[config.mk]
export PLATFORM = sky130hd
export DESIGN_NAME = ipv4_route_table_lookup_top_flat
export DESIGN_NICKNAME = d
export VERILOG_FILES = /design/src/sv/iprt_pkg.sv /design/src/sv/iprt_req_if.sv /design/src/sv/iprt_rsp_if.sv /design/src/sv/iprt_ram.sv /design/src/sv/iprt_seq.sv /design/src/sv/ipv4_route_table_lookup_top.sv /design/src/flat_wrapper.sv
export SDC_FILE = /design/constraint.sdc
export NUM_CORES = 2
export LEC_CHECK = 0
export BUFFER_PORTS_ARGS = -buffer_cell sky130_fd_sc_hd__buf_2
export CORE_ASPECT_RATIO = 1.5
export CORE_MARGIN = 1.5
export CORE_UTILIZATION = 60
export DETAILED_ROUTE_END_ITERATION = 6
export PLACE_DENSITY = 0.77
export REMOVE_ABC_BUFFERS = 1
export SYNTH_ARGS = -nofsm -noshare
export SYNTH_HDL_FRONTEND = slang
export SYNTH_SLANG_ARGS = --single-unit
[constraint.sdc]
create_clock -name clk -period 14.1 [get_ports clk]
set_input_delay 0.705 -clock clk [delete_from_list [all_inputs] [get_ports clk]]
set_output_delay 0.705 -clock clk [all_outputs]
set_load 0.01 [all_outputs]
[src/sv/iprt_pkg.sv]
`timescale 1ns / 1ps

package iprt_pkg;

    localparam int MAX_ROUTES    = 16;
    localparam int IFACE_ID_BITS = 4;

    localparam logic [3:0] IFACE_KEEP = 4'((1 << IFACE_ID_BITS) - 1);

    localparam int FLAG_UP        = 0;
    localparam int FLAG_GATEWAY   = 1;
    localparam int FLAG_CONNECTED = 2;
    localparam int FLAG_LOCAL     = 3;

    typedef enum logic [1:0] {
        FUNC_ADD    = 2'd0,
        FUNC_DEL    = 2'd1,
        FUNC_LOOKUP = 2'd2,
        FUNC_READ   = 2'd3
    } func_t;

    typedef enum logic [1:0] {
        ST_OK       = 2'd0,
        ST_NOTFOUND = 2'd1,
        ST_REJECTED = 2'd2,
        ST_FULL     = 2'd3
    } status_t;

    typedef struct packed {
        logic [31:0] dest;
        logic [31:0] mask;
        logic [31:0] gateway;
        logic [31:0] local_address;
        logic [3:0]  iface_id;
        logic [7:0]  flags;
    } entry_t;

    typedef struct packed {
        logic [1:0]  func;
        logic [31:0] route_dest;
        logic [31:0] route_mask;
        logic [31:0] route_gateway;
        logic [31:0] local_address;
        logic [3:0]  iface_id;
        logic [7:0]  route_flags;
        logic [31:0] lookup_address;
        logic [3:0]  entry_index;
    } req_t;

    typedef struct packed {
        logic [1:0]  status;
        logic [31:0] out_dest;
        logic [31:0] out_mask;
        logic [31:0] out_gateway;
        logic [31:0] out_local_address;
        logic [3:0]  out_iface_id;
        logic [7:0]  out_flags;
        logic [31:0] next_hop;
        logic [3:0]  hit_position;
        logic [4:0]  route_count;
    } rsp_t;

    typedef struct packed {
        logic valid;
        rsp_t rsp;
    } done_t;

    // preference as a rank: local 3, connected 2, else 1, zero mask 0
    function automatic logic [1:0] pref_rank(input logic [7:0] flags, input logic [31:0] mask);
        logic [1:0] r;
        begin
            if (flags[FLAG_LOCAL])
                r = 2'd3;
            else if (flags[FLAG_CONNECTED])
                r = 2'd2;
            else if (mask == 32'd0)
                r = 2'd0;
            else
                r = 2'd1;
            return r;
        end
    endfunction

endpackage

[src/sv/iprt_req_if.sv]
`timescale 1ns / 1ps

interface iprt_req_if;
    logic            valid;
    logic            ready;
    iprt_pkg::req_t  data;

    modport source (output valid, output data, input ready);
    modport sink (input valid, input data, output ready);
endinterface

[src/sv/iprt_rsp_if.sv]
`timescale 1ns / 1ps

interface iprt_rsp_if;
    logic            valid;
    logic            ready;
    iprt_pkg::rsp_t  data;

    modport source (output valid, output data, input ready);
    modport sink (input valid, input data, output ready);
endinterface

[src/sv/iprt_ram.sv]
`timescale 1ns / 1ps

module iprt_ram #(
    parameter int WIDTH = 8,
    parameter int DEPTH = 16,
    localparam int AW = (DEPTH > 1) ? $clog2(DEPTH) : 1
) (
    input  logic             clk,
    input  logic             we,
    input  logic [AW-1:0]    waddr,
    input  logic [WIDTH-1:0] wdata,
    input  logic [AW-1:0]    raddr,
    output logic [WIDTH-1:0] rdata
);

    logic [WIDTH-1:0] mem [DEPTH];

    always_ff @(posedge clk)
    begin
        if (we)
            mem[waddr] <= wdata;
        rdata <= mem[raddr];
    end

endmodule

[src/sv/iprt_seq.sv]
`timescale 1ns / 1ps

module iprt_seq #(
    parameter int MAX_ROUTES = iprt_pkg::MAX_ROUTES,
    localparam int IDX_W = (MAX_ROUTES > 1) ? $clog2(MAX_ROUTES) : 1,
    localparam int CNT_W = $clog2(MAX_ROUTES + 1)
) (
    input  logic                  clk,
    input  logic                  rst_n,
    iprt_req_if.sink              req,
    input  logic                  slot_free,
    output iprt_pkg::done_t       done,
    output logic                  ram_we,
    output logic [IDX_W-1:0]      ram_waddr,
    output iprt_pkg::entry_t      ram_wdata,
    output logic [IDX_W-1:0]      ram_raddr,
    input  iprt_pkg::entry_t      ram_rdata
);

    typedef enum logic [3:0] {
        S_IDLE  = 4'b0001,
        S_SCAN  = 4'b0010,
        S_SHIFT = 4'b0100,
        S_FIN   = 4'b1000
    } state_t;

    state_t                state_reg, state_next;
    iprt_pkg::req_t        req_reg, req_next;
    logic [CNT_W-1:0]      count_reg, count_next;
    logic [CNT_W-1:0]      ptr_reg, ptr_next;
    logic                  pend_reg, pend_next;
    logic [IDX_W-1:0]      pidx_reg, pidx_next;
    logic                  found_reg, found_next;
    logic [IDX_W-1:0]      best_idx_reg, best_idx_next;
    iprt_pkg::entry_t      best_reg, best_next;
    iprt_pkg::status_t     status_reg, status_next;

    iprt_pkg::entry_t      new_entry;
    iprt_pkg::entry_t      shown;
    logic                  issue;
    logic                  key_eq;
    logic                  cand;
    logic                  better;

    assign req.ready = state_reg[0];
    assign issue     = (ptr_reg < count_reg);

    always_comb
    begin
        new_entry.dest          = req_reg.route_dest;
        new_entry.mask          = req_reg.route_mask;
        new_entry.gateway       = req_reg.route_gateway;
        new_entry.local_address = req_reg.local_address;
        new_entry.iface_id      = req_reg.iface_id & iprt_pkg::IFACE_KEEP;
        new_entry.flags         = req_reg.route_flags | 8'(1 << iprt_pkg::FLAG_UP);
    end

    assign key_eq = (ram_rdata.dest == req_reg.route_dest)
                 && (ram_rdata.mask == req_reg.route_mask);
    assign cand   = ram_rdata.flags[iprt_pkg::FLAG_UP]
                 && ((req_reg.lookup_address & ram_rdata.mask)
                     == (ram_rdata.dest & ram_rdata.mask));
    assign better = !found_reg || (ram_rdata.mask > best_reg.mask)
                 || ((ram_rdata.mask == best_reg.mask)
                     && (iprt_pkg::pref_rank(ram_rdata.flags, ram_rdata.mask)
                         > iprt_pkg::pref_rank(best_reg.flags, best_reg.mask)));

    always_comb
    begin
        state_next    = state_reg;
        req_next      = req_reg;
        count_next    = count_reg;
        ptr_next      = ptr_reg;
        pend_next     = pend_reg;
        pidx_next     = pidx_reg;
        found_next    = found_reg;
        best_idx_next = best_idx_reg;
        best_next     = best_reg;
        status_next   = status_reg;
        ram_we        = 1'b0;
        ram_waddr     = pidx_reg;
        ram_wdata     = ram_rdata;
        ram_raddr     = ptr_reg[IDX_W-1:0];

        case (state_reg)
            S_IDLE:
            begin
                if (req.valid)
                begin
                    req_next      = req.data;
                    found_next    = 1'b0;
                    best_idx_next = '0;
                    pend_next     = 1'b0;
                    ptr_next      = '0;
                    status_next   = iprt_pkg::ST_NOTFOUND;
                    case (req.data.func)
                        iprt_pkg::FUNC_ADD:
                        begin
                            if (req.data.route_dest == 32'd0 && req.data.route_mask != 32'd0)
                            begin
                                status_next = iprt_pkg::ST_REJECTED;
                                state_next  = S_FIN;
                            end
                            else
                                state_next = S_SCAN;
                        end
                        iprt_pkg::FUNC_READ:
                        begin
                            if (9'(req.data.entry_index) < 9'(count_reg))
                            begin
                                ram_raddr  = IDX_W'(req.data.entry_index);
                                pend_next  = 1'b1;
                                pidx_next  = IDX_W'(req.data.entry_index);
                                ptr_next   = count_reg;
                                state_next = S_SCAN;
                            end
                            else
                                state_next = S_FIN;
                        end
                        default:
                            state_next = S_SCAN;
                    endcase
                end
            end

            S_SCAN:
            begin
                // one read in flight; entry of the previous cycle is compared now
                if (issue)
                begin
                    ptr_next  = ptr_reg + 1'b1;
                    pend_next = 1'b1;
                    pidx_next = ptr_reg[IDX_W-1:0];
                end
                else
                    pend_next = 1'b0;

                if (pend_reg)
                begin
                    case (req_reg.func)
                        iprt_pkg::FUNC_ADD:
                        begin
                            if (key_eq && new_entry.iface_id != 4'd0
                                && ram_rdata.iface_id == new_entry.iface_id)
                            begin
                                ram_we        = 1'b1;
                                ram_waddr     = pidx_reg;
                                ram_wdata     = new_entry;
                                found_next    = 1'b1;
                                best_idx_next = pidx_reg;
                                status_next   = iprt_pkg::ST_OK;
                                state_next    = S_FIN;
                            end
                        end
                        iprt_pkg::FUNC_DEL:
                        begin
                            if (key_eq)
                            begin
                                found_next    = 1'b1;
                                best_idx_next = pidx_reg;
                                status_next   = iprt_pkg::ST_OK;
                                ptr_next      = CNT_W'(pidx_reg) + 1'b1;
                                pend_next     = 1'b0;
                                state_next    = S_SHIFT;
                            end
                        end
                        iprt_pkg::FUNC_LOOKUP:
                        begin
                            if (cand && better)
                            begin
                                found_next    = 1'b1;
                                best_idx_next = pidx_reg;
                                best_next     = ram_rdata;
                                status_next   = iprt_pkg::ST_OK;
                            end
                        end
                        default:
                        begin
                            found_next    = 1'b1;
                            best_idx_next = pidx_reg;
                            best_next     = ram_rdata;
                            status_next   = iprt_pkg::ST_OK;
                            state_next    = S_FIN;
                        end
                    endcase
                end
                else if (!issue)
                begin
                    if (req_reg.func == iprt_pkg::FUNC_ADD)
                    begin
                        if (count_reg >= CNT_W'(MAX_ROUTES))
                            status_next = iprt_pkg::ST_FULL;
                        else
                        begin
                            ram_we        = 1'b1;
                            ram_waddr     = count_reg[IDX_W-1:0];
                            ram_wdata     = new_entry;
                            count_next    = count_reg + 1'b1;
                            found_next    = 1'b1;
                            best_idx_next = count_reg[IDX_W-1:0];
                            status_next   = iprt_pkg::ST_OK;
                        end
                    end
                    state_next = S_FIN;
                end
            end

            S_SHIFT:
            begin
                // read entry j+1, write it to j in the following cycle
                if (issue)
                begin
                    ptr_next  = ptr_reg + 1'b1;
                    pend_next = 1'b1;
                    pidx_next = IDX_W'(ptr_reg - 1'b1);
                end
                else
                    pend_next = 1'b0;

                if (pend_reg)
                begin
                    ram_we    = 1'b1;
                    ram_waddr = pidx_reg;
                    ram_wdata = ram_rdata;
                end
                else if (!issue)
                begin
                    count_next = count_reg - 1'b1;
                    state_next = S_FIN;
                end
            end

            S_FIN:
            begin
                if (slot_free)
                    state_next = S_IDLE;
            end

            default:
                state_next = S_IDLE;
        endcase
    end

    always_comb
    begin
        shown = (req_reg.func == iprt_pkg::FUNC_ADD) ? new_entry : best_reg;
        done.valid = state_reg[3] && slot_free;
        done.rsp   = '0;
        done.rsp.status = status_reg;
        if (found_reg && req_reg.func != iprt_pkg::FUNC_DEL)
        begin
            done.rsp.out_dest          = shown.dest;
            done.rsp.out_mask          = shown.mask;
            done.rsp.out_gateway       = shown.gateway;
            done.rsp.out_local_address = shown.local_address;
            done.rsp.out_iface_id      = shown.iface_id;
            done.rsp.out_flags         = shown.flags;
        end
        if (found_reg && req_reg.func == iprt_pkg::FUNC_LOOKUP)
            done.rsp.next_hop = best_reg.flags[iprt_pkg::FLAG_GATEWAY]
                              ? best_reg.gateway : req_reg.lookup_address;
        if (found_reg)
            done.rsp.hit_position = 4'(best_idx_reg);
        done.rsp.route_count = 5'(count_reg);
    end

    always_ff @(posedge clk or negedge rst_n)
    begin
        if (!rst_n)
        begin
            state_reg <= S_IDLE;
            count_reg <= '0;
            pend_reg  <= 1'b0;
            found_reg <= 1'b0;
        end
        else
        begin
            state_reg <= state_next;
            count_reg <= count_next;
            pend_reg  <= pend_next;
            found_reg <= found_next;
        end
    end

    always_ff @(posedge clk)
    begin
        req_reg      <= req_next;
        ptr_reg      <= ptr_next;
        pidx_reg     <= pidx_next;
        best_idx_reg <= best_idx_next;
        best_reg     <= best_next;
        status_reg   <= status_next;
    end

    a_count_bound: assert property (@(posedge clk) disable iff (!rst_n)
        count_reg <= CNT_W'(MAX_ROUTES))
        else $error("route count above table size");

    a_write_state: assert property (@(posedge clk) disable iff (!rst_n)
        ram_we |-> (state_reg == S_SCAN || state_reg == S_SHIFT))
        else $error("table write outside scan or shift");

    a_shift_addr: assert property (@(posedge clk) disable iff (!rst_n)
        (ram_we && state_reg == S_SHIFT) |-> ((CNT_W'(pidx_reg) + 1'b1) < count_reg))
        else $error("shift write past last entry");

    a_fin_hold: assert property (@(posedge clk) disable iff (!rst_n)
        (state_reg == S_FIN && !slot_free) |=> state_reg == S_FIN)
        else $error("result dropped while output slot busy");

endmodule

[src/sv/ipv4_route_table_lookup_top.sv]
`timescale 1ns / 1ps

// ipv4 route table: add/update, delete, longest-prefix lookup and read by index,
// one request at a time. the entries sit in one memory with a registered read
// and are scanned one per cycle. a lookup, an append or a miss scans the whole
// table; an update stops at its entry; a delete that hits stops at its entry
// and then shifts the rest down. read by index reads only its entry and a
// rejected add reads none. the result sits in an output register, so a new
// request is taken while the previous result waits.
module ipv4_route_table_lookup_top #(
    parameter int MAX_ROUTES = iprt_pkg::MAX_ROUTES
) (
    input logic        clk,
    input logic        rst_n,
    iprt_req_if.sink   req,
    iprt_rsp_if.source rsp
);

    localparam int IDX_W = (MAX_ROUTES > 1) ? $clog2(MAX_ROUTES) : 1;

    logic              ram_we;
    logic [IDX_W-1:0]  ram_waddr;
    logic [IDX_W-1:0]  ram_raddr;
    iprt_pkg::entry_t  ram_wdata;
    iprt_pkg::entry_t  ram_rdata;
    iprt_pkg::done_t   done;
    logic              slot_free;
    logic              valid_reg;
    iprt_pkg::rsp_t    data_reg;

    iprt_ram #(
        .WIDTH ($bits(iprt_pkg::entry_t)),
        .DEPTH (MAX_ROUTES)
    ) u_ram (
        .clk   (clk),
        .we    (ram_we),
        .waddr (ram_waddr),
        .wdata (ram_wdata),
        .raddr (ram_raddr),
        .rdata (ram_rdata)
    );

    iprt_seq #(
        .MAX_ROUTES (MAX_ROUTES)
    ) u_seq (
        .clk       (clk),
        .rst_n     (rst_n),
        .req       (req),
        .slot_free (slot_free),
        .done      (done),
        .ram_we    (ram_we),
        .ram_waddr (ram_waddr),
        .ram_wdata (ram_wdata),
        .ram_raddr (ram_raddr),
        .ram_rdata (ram_rdata)
    );

    // slot frees in the same cycle the held result transfers
    assign slot_free = !valid_reg || rsp.ready;
    assign rsp.valid = valid_reg;
    assign rsp.data  = data_reg;

    always_ff @(posedge clk or negedge rst_n)
    begin
        if (!rst_n)
            valid_reg <= 1'b0;
        else if (done.valid)
            valid_reg <= 1'b1;
        else if (rsp.ready)
            valid_reg <= 1'b0;
    end

    always_ff @(posedge clk)
    begin
        if (done.valid)
            data_reg <= done.rsp;
    end

endmodule

[src/flat_wrapper.sv]
// flat-port wrapper written by rule: the top's interface ports become plain ports
module ipv4_route_table_lookup_top_flat 
#(
    parameter int MAX_ROUTES = iprt_pkg::MAX_ROUTES
)
  (clk, rst_n, req_valid, req_data, req_ready, rsp_valid, rsp_data, rsp_ready);
  iprt_req_if req_i ();
  iprt_rsp_if rsp_i ();
  input logic clk;
  input logic rst_n;
  input wire logic [$bits(req_i.valid)-1:0] req_valid;
  input wire logic [$bits(req_i.data)-1:0] req_data;
  output wire logic [$bits(req_i.ready)-1:0] req_ready;
  output wire logic [$bits(rsp_i.valid)-1:0] rsp_valid;
  output wire logic [$bits(rsp_i.data)-1:0] rsp_data;
  input wire logic [$bits(rsp_i.ready)-1:0] rsp_ready;
  assign req_i.valid = req_valid;
  assign req_i.data = req_data;
  assign req_ready = req_i.ready;
  assign rsp_valid = rsp_i.valid;
  assign rsp_data = rsp_i.data;
  assign rsp_i.ready = rsp_ready;
  ipv4_route_table_lookup_top #(.MAX_ROUTES(MAX_ROUTES)) u_core (.clk(clk), .rst_n(rst_n), .req(req_i), .rsp(rsp_i));
endmodule
# --- Word level (Yosys, flattened, before mapping) ---
# Memory sizes are Yosys's and may differ from the RTL's. A register that Yosys moved wholly into a read port is not among the register bits.
# Index checks and enable logic that the tools add are counted.
# W data, S select, Z words.
word_totals:
  ff_bits: 524
  ram_bits: 2240
  output_inout_bits: 185
  wordCells: 226
  mem_count: 1
mem_list:
  columns: ["name", "words", "width", "read_ports", "rd_ports_with_merged_regs", "wr", "line", "text"]
  rows:
  - ["u_core.u_ram.mem", 16, 140, 1, 1, 1, "iprt_ram.sv:16", "logic [WIDTH-1:0] mem [DEPTH];"]
classes:
  add_sub_neg: 5
  order_cmp: 5
  eq_ne: 33
  mux: 111
  bitwise_logic: 3
  reduce_logical: 35
op_table:
  columns: ["op", "n"]
  rows:
  - ["$mux W140", 9]
  - ["$pmux W140 S2", 1]
  - ["$eq A32 B32 Y1", 4]
  - ["$mux W4", 31]
  - ["$logic_not A32 Y1", 3]
  - ["$mux W5", 13]
  - ["$and A32 B32 Y32", 2]
  - ["$pmux W4 S3", 3]
  - ["$gt A32 B32 Y1", 1]
  - ["$mux W32", 1]
  - ["$reduce_bool A32 Y1", 1]
  - ["$mux W1", 28]
  - ["$mux W2", 14]
  - ["$ne A2 B2 Y1 const B", 12]
  - ["$pmux W4 S2", 2]
  - ["$pmux W4 S4", 1]
  - ["$pmux W5 S3", 1]
  - ["$reduce_and A7 Y1", 2]
  - ["$ne A3 B3 Y1 const B", 4]
  - ["$ne A4 B4 Y1 const B", 3]
  - ["$reduce_and A6 Y1", 2]
  - ["$add A5 B1 Y5 const B", 2]
  - ["$logic_and A1 B1 Y1", 10]
  - ["$pmux W5 S2", 1]
  - ["other kinds (30)", 41]

# --- Logic depth before layout (Yosys ltp) ---
depth:
  ltp_word: 12
  depth_mapped: 15

# --- Modules after synthesis ---
# A second synthesis with hierarchy kept.
hier_totals:
  cells_unflattened: 5293
  hier_area_um2: 110735.0
modules_own_cells:
  columns: ["mod", "n_inst", "cells_per_inst", "area_per_inst_um2", "seq_area_each_um2"]
  rows:
  - ["iprt_ram", 1, 3670, 86880.8, 70067.2]
  - ["iprt_seq", 1, 1437, 18311.3, 10126.0]
  - ["ipv4_route_table_lookup_top", 1, 186, 5542.8, 5520.3]

# --- Worst setup path before layout ---
# No wires, ideal clock.
synth_timing:
  kind: "reg2reg"
  start: "register u_core.u_seq.req_reg (netlist bit u_core.u_seq.new_entry[123])"
  end: "memory u_core.u_ram.mem[0][0] in the netlist's numbering (enable)"
  setup_time_ns: 0.811
  arrival_ns: 11.621
  required_time_ns: 13.289
  path_slack_ns: 1.669
  stages_incl_launch_ff: 10
  synth_period_minus_slack_ns: 12.431
  cell_sequence: "edfxtp_1 > xor2_1 > nor4_1 > nand4_1 > nor4_1 > nand3_1 > o32ai_2 > buf_2 > nor2_1 > nor3_1"
synth_via:
  elab_chain_len: 10
synth_lines:
  columns: ["item", "line", "text"]
  rows:
  - ["start, declared", "iprt_seq.sv:28", "iprt_pkg::req_t req_reg, req_next;"]
  - ["start signal, assigned", "iprt_seq.sv:287", "req_reg <= req_next;"]
  - ["$eq A32 B32 Y1", "iprt_seq.sv:58", "assign key_eq = (ram_rdata.dest == req_reg.route_dest)"]
  - ["$logic_and A1 B1 Y1", "iprt_seq.sv:59", "&& (ram_rdata.mask == req_reg.route_mask);"]
  - ["$logic_and A1 B1 Y1", "iprt_seq.sv:143", "if (key_eq && new_entry.iface_id != 4'd0"]
  - ["$logic_and A1 B1 Y1", "iprt_seq.sv:144", "&& ram_rdata.iface_id == new_entry.iface_id)"]
  - ["$mux W1", "iprt_seq.sv:143", null]
  - ["$mux W1", "iprt_seq.sv:140", "case (req_reg.func)"]
  - ["$mux W1", "iprt_seq.sv:138", "if (pend_reg)"]
  - ["$pmux W1 S2", "iprt_seq.sv:85", "case (state_reg)"]
  - ["$mux W1", "iprt_ram.sv:20", "if (we)"]
  - ["$mux W1 (not written as such)", "iprt_ram.sv:21", "mem[waddr] <= wdata;"]
  - ["end, declared", "iprt_ram.sv:16", null]
# Every way passes these cells.

# --- Worst setup path in the final report ---
layout_timing:
  start: "register u_core.u_seq.req_reg (netlist bit u_core.u_seq.new_entry[123])"
  end: "memory u_core.u_ram.mem[11][106] in the netlist's numbering (enable)"
# Same word-level chain as after synthesis.

==> results.md <==
* Number of flops mapped to enable cells by yosys at 2751
* Number of flip-flops in the largest register at 2240
* Post-Syn Area at 0.1142 mm2
* Tot Pwr at 25770 uW
* Finished Cell Area at 0.1282 mm2
* Critical Path AT at 7070 ps
* # setup viols final at 0
* Clock power frac at 28.1%
* Worst-skew pair later-pin latency at 930 ps
* Final-report hold violation count at 0
* Final min period at 6600 ps
* Worst R2R Path Depth at 13
* Internal power at 17240 uW
* Max VDD drop at 218.3 uV
* Number of global-route vias before repair at 70580
* CTS tree: built
* CP Cell Sequence: xor2_1 -> nor4_1 -> nand4_1 -> nor4_1 -> buf_4 -> nand3_1 -> o32ai_4 -> buf_4 -> o22ai_1 -> nor2_4 -> buf_4 -> buf_4 -> buf_12
* Required time worst endpoint at 14570 ps
* Die area at 0.1930 mm2
* Setup TNS at 0 ps
* Syn. warnings at 0
* Seq pwr share at 46.4%
* Clock-pin slew on the worst setup and hold paths at 70 ps
* CORE AREA at 0.1896 mm2
* First-pass GRT wire length at 450.6 mm
* Synth top area cells: edfxtp_1 (72%), nand2_1 (7.8%), mux2i_1 (4.2%), nand3_1 (3.7%), dfxtp_1 (2.5%)
* Share of cells above drive strength 1 at 10.22%
* Synth unique cells at 67
* Congestion Overflow GR at 0
* Flops & latches, synth at 2903
* Mean Syn Cell Area at 13.94 um2
* Max-cap violations at 0
* Pre-antenna DRT Iters at 6
* Final Max Tran Viols at 0
* Initial DRC Count at 10580
* Hold Path Stages at 1
* Total wire length at 311.1 mm
* Layout area overhead at 12.25%
* Die Wd at 359.2 um
* Largest net degree at the start of global routing at 200
* Seq/Total Area, Yosys at 75.04%
* Clock sink count at 2903
* Fmax at 151.5 MHz
* Top cell type's share of synthesized area at 72.33%
* Via density at 6.424
* Clock skew at 94.94 ps
* Crit-path max FO at 83
* Post-DP HPWL at 155.3 mm
* CP max stage delay at 850 ps
* Pwr/cell area at 201.0 mW/mm2
* Sw frac at 33.11%
* I/O pin total at 367
* CP Launch Type: flip-flop
* Die height at 537.4 um
* Main synth FF type: edfxtp_1
* Fin crit share at 46.81%
* Final cell count without fillers at 11270
* Clock root buffer: clkbuf_16
* Post-Syn Instances at 8196
* DRC viols at 0
* Post-route ant nets at 0
* Max-slew headroom at 18.72%
* Combinational share of power at 25.6%
* WL per Instance at 27.61 um
* Path type of the worst setup path: reg2reg
* Layout fillers at 12250
* Asr flop ratio synth at 0.4134%
* RSZ-0062 raised after global routing: false
* # rows at 196
* TritonCTS Buffers at 249
* Crit-path most repeated cell: buf_4
* # port buffers at 365
* Via count at 72390
* Initial antenna violation count at 10
* H-tree depth at 4
* Synth area leader: edfxtp_1
* Crit. End Element: flip-flop
* Outcome: finished, final reports clean
* Placed Cells at 10650
* GRT Util Overall at 31.59%
* Initial Util at 60.25%
* Worst min path class: in2reg
* Final GP Congestion at 0.9046
* Clk buf depth at 4
* Final nets at 8813
* Placed Area at 0.1181 mm2
* Cell leakage power at 0.04633 uW
* Crit-path slowest cell: buf_4
* Slew @ Worst Pin at 1219 ps
* Net load switching power at 8533 uW
* Setup bufs post-CTS at 0
[worst max-delay path: cells and delay by family, from the launching register on]
family | cells | cell delay (ps)
compound gates | 2 | 780
xor+xnor | 1 | 240
buf+inv | 5 | 2820
flops | 1 | 610
simple gates | 5 | 1520
[per-layer routing]
layer | global-route usage (%) | vias up | routed length, um
li1 | - | 30820 | -
met1 | 42.45 | 35710 | 112800
met2 | 49.46 | 4995 | 143400
met3 | 6.503 | 860 | 38120
met4 | 16.03 | 6 | 16750
met5 | 0 | - | 42
[power groups by stage]
stage	Clock [uW]	Sequential [uW]	Combinational [uW]
CTS	7260	11900	6480
finish	7230	11900	6590
global route	7580	12000	7130
floorplan	0	11800	6610
global placement	0	12100	6100
detailed placement	0	12100	6380
[worst paths after layout]
kind	start	slack [ps]	endpoint
worst max-delay path	u_core.u_seq.new_entry[123]	7500	u_core.u_ram.mem[11][106]
worst min-delay path	req_data[117]	40	u_core.u_seq.new_entry[81]
worst max register to register	u_core.u_seq.new_entry[123]	7500	u_core.u_ram.mem[11][106]
worst min register to register	u_core.u_ram.rdata[49]	430	u_core.u_seq.best_reg[49]
max in group asynchronous	rst_n	13570	u_core.u_seq.state_reg[0]
min in group asynchronous	rst_n	240	u_core.u_seq.count_reg[4]
[cells in the final DEF (no fill, tap or decap), drive strengths merged, types with 93 or more instances in the layout]
cell	instances
edfxtp	2751
nand2	2383
nand3	841
mux2i	475
buf	465
clkbuf	310
a22oi	155
dlygate4sd3	152
nor2b	148
dfxtp	140
o221ai	138
a32oi	136
xor2	102
clkinv	93
[logic make-up after synthesis]
family	Yosys count	share of synthesized area, %
AO/OA/AOI/OAI	543	3.804
XOR/XNOR	110	0.8435
adder cells (fa/ha/maj)	50	0.5543
buffers and inverters	533	2.243
flip-flops	2903	75.04
multiplexers	478	4.207
AND/OR/NAND/NOR	3579	13.30
[cells in the mapped netlist (57+ instances only)]
cell      number
edfxtp_1    2751
nand2_1     2383
nand3_1      841
mux2i_1      474
buf_2        215
clkbuf_1     203
a22oi_1      155
nor2b_1      148
dfxtp_1      140
o221ai_1     138
a32oi_1      136
xor2_1       102
nor2_1        77
nor4_1        57
[metrics by stage]
step	setup WS (ps)	hold WS [ps]	util (%)
floorplan	-7564	400.3	-
global placement	7808	414.7	62.28
detailed placement	7751	417.5	62.28
CTS	7658	0.4647	67.63
global route	7432	22.81	67.63
finish	7500	39.30	67.63
[final cells by class]
type                       count  area, um2  share of cell area [%]
sequential                  2903      85720                   66.86
multi-input combinational   4760      26170                   20.41
clock buffer                 310       6761                   5.274
timing repair buffer         617       4399                   3.431
tap                         2475       3097                   2.415
clock inverter               149       1858                   1.449
inverter                      50      195.2                  0.1522
antenna                        4      10.01                0.007807
[timing repair]
action,4_1_cts,5_1_grt
endpoints found under the hold margin,163,0
hold buffers,152,0
gates resized for setup,0,0
No activity file was read; power rests on OpenSTA's default activity.
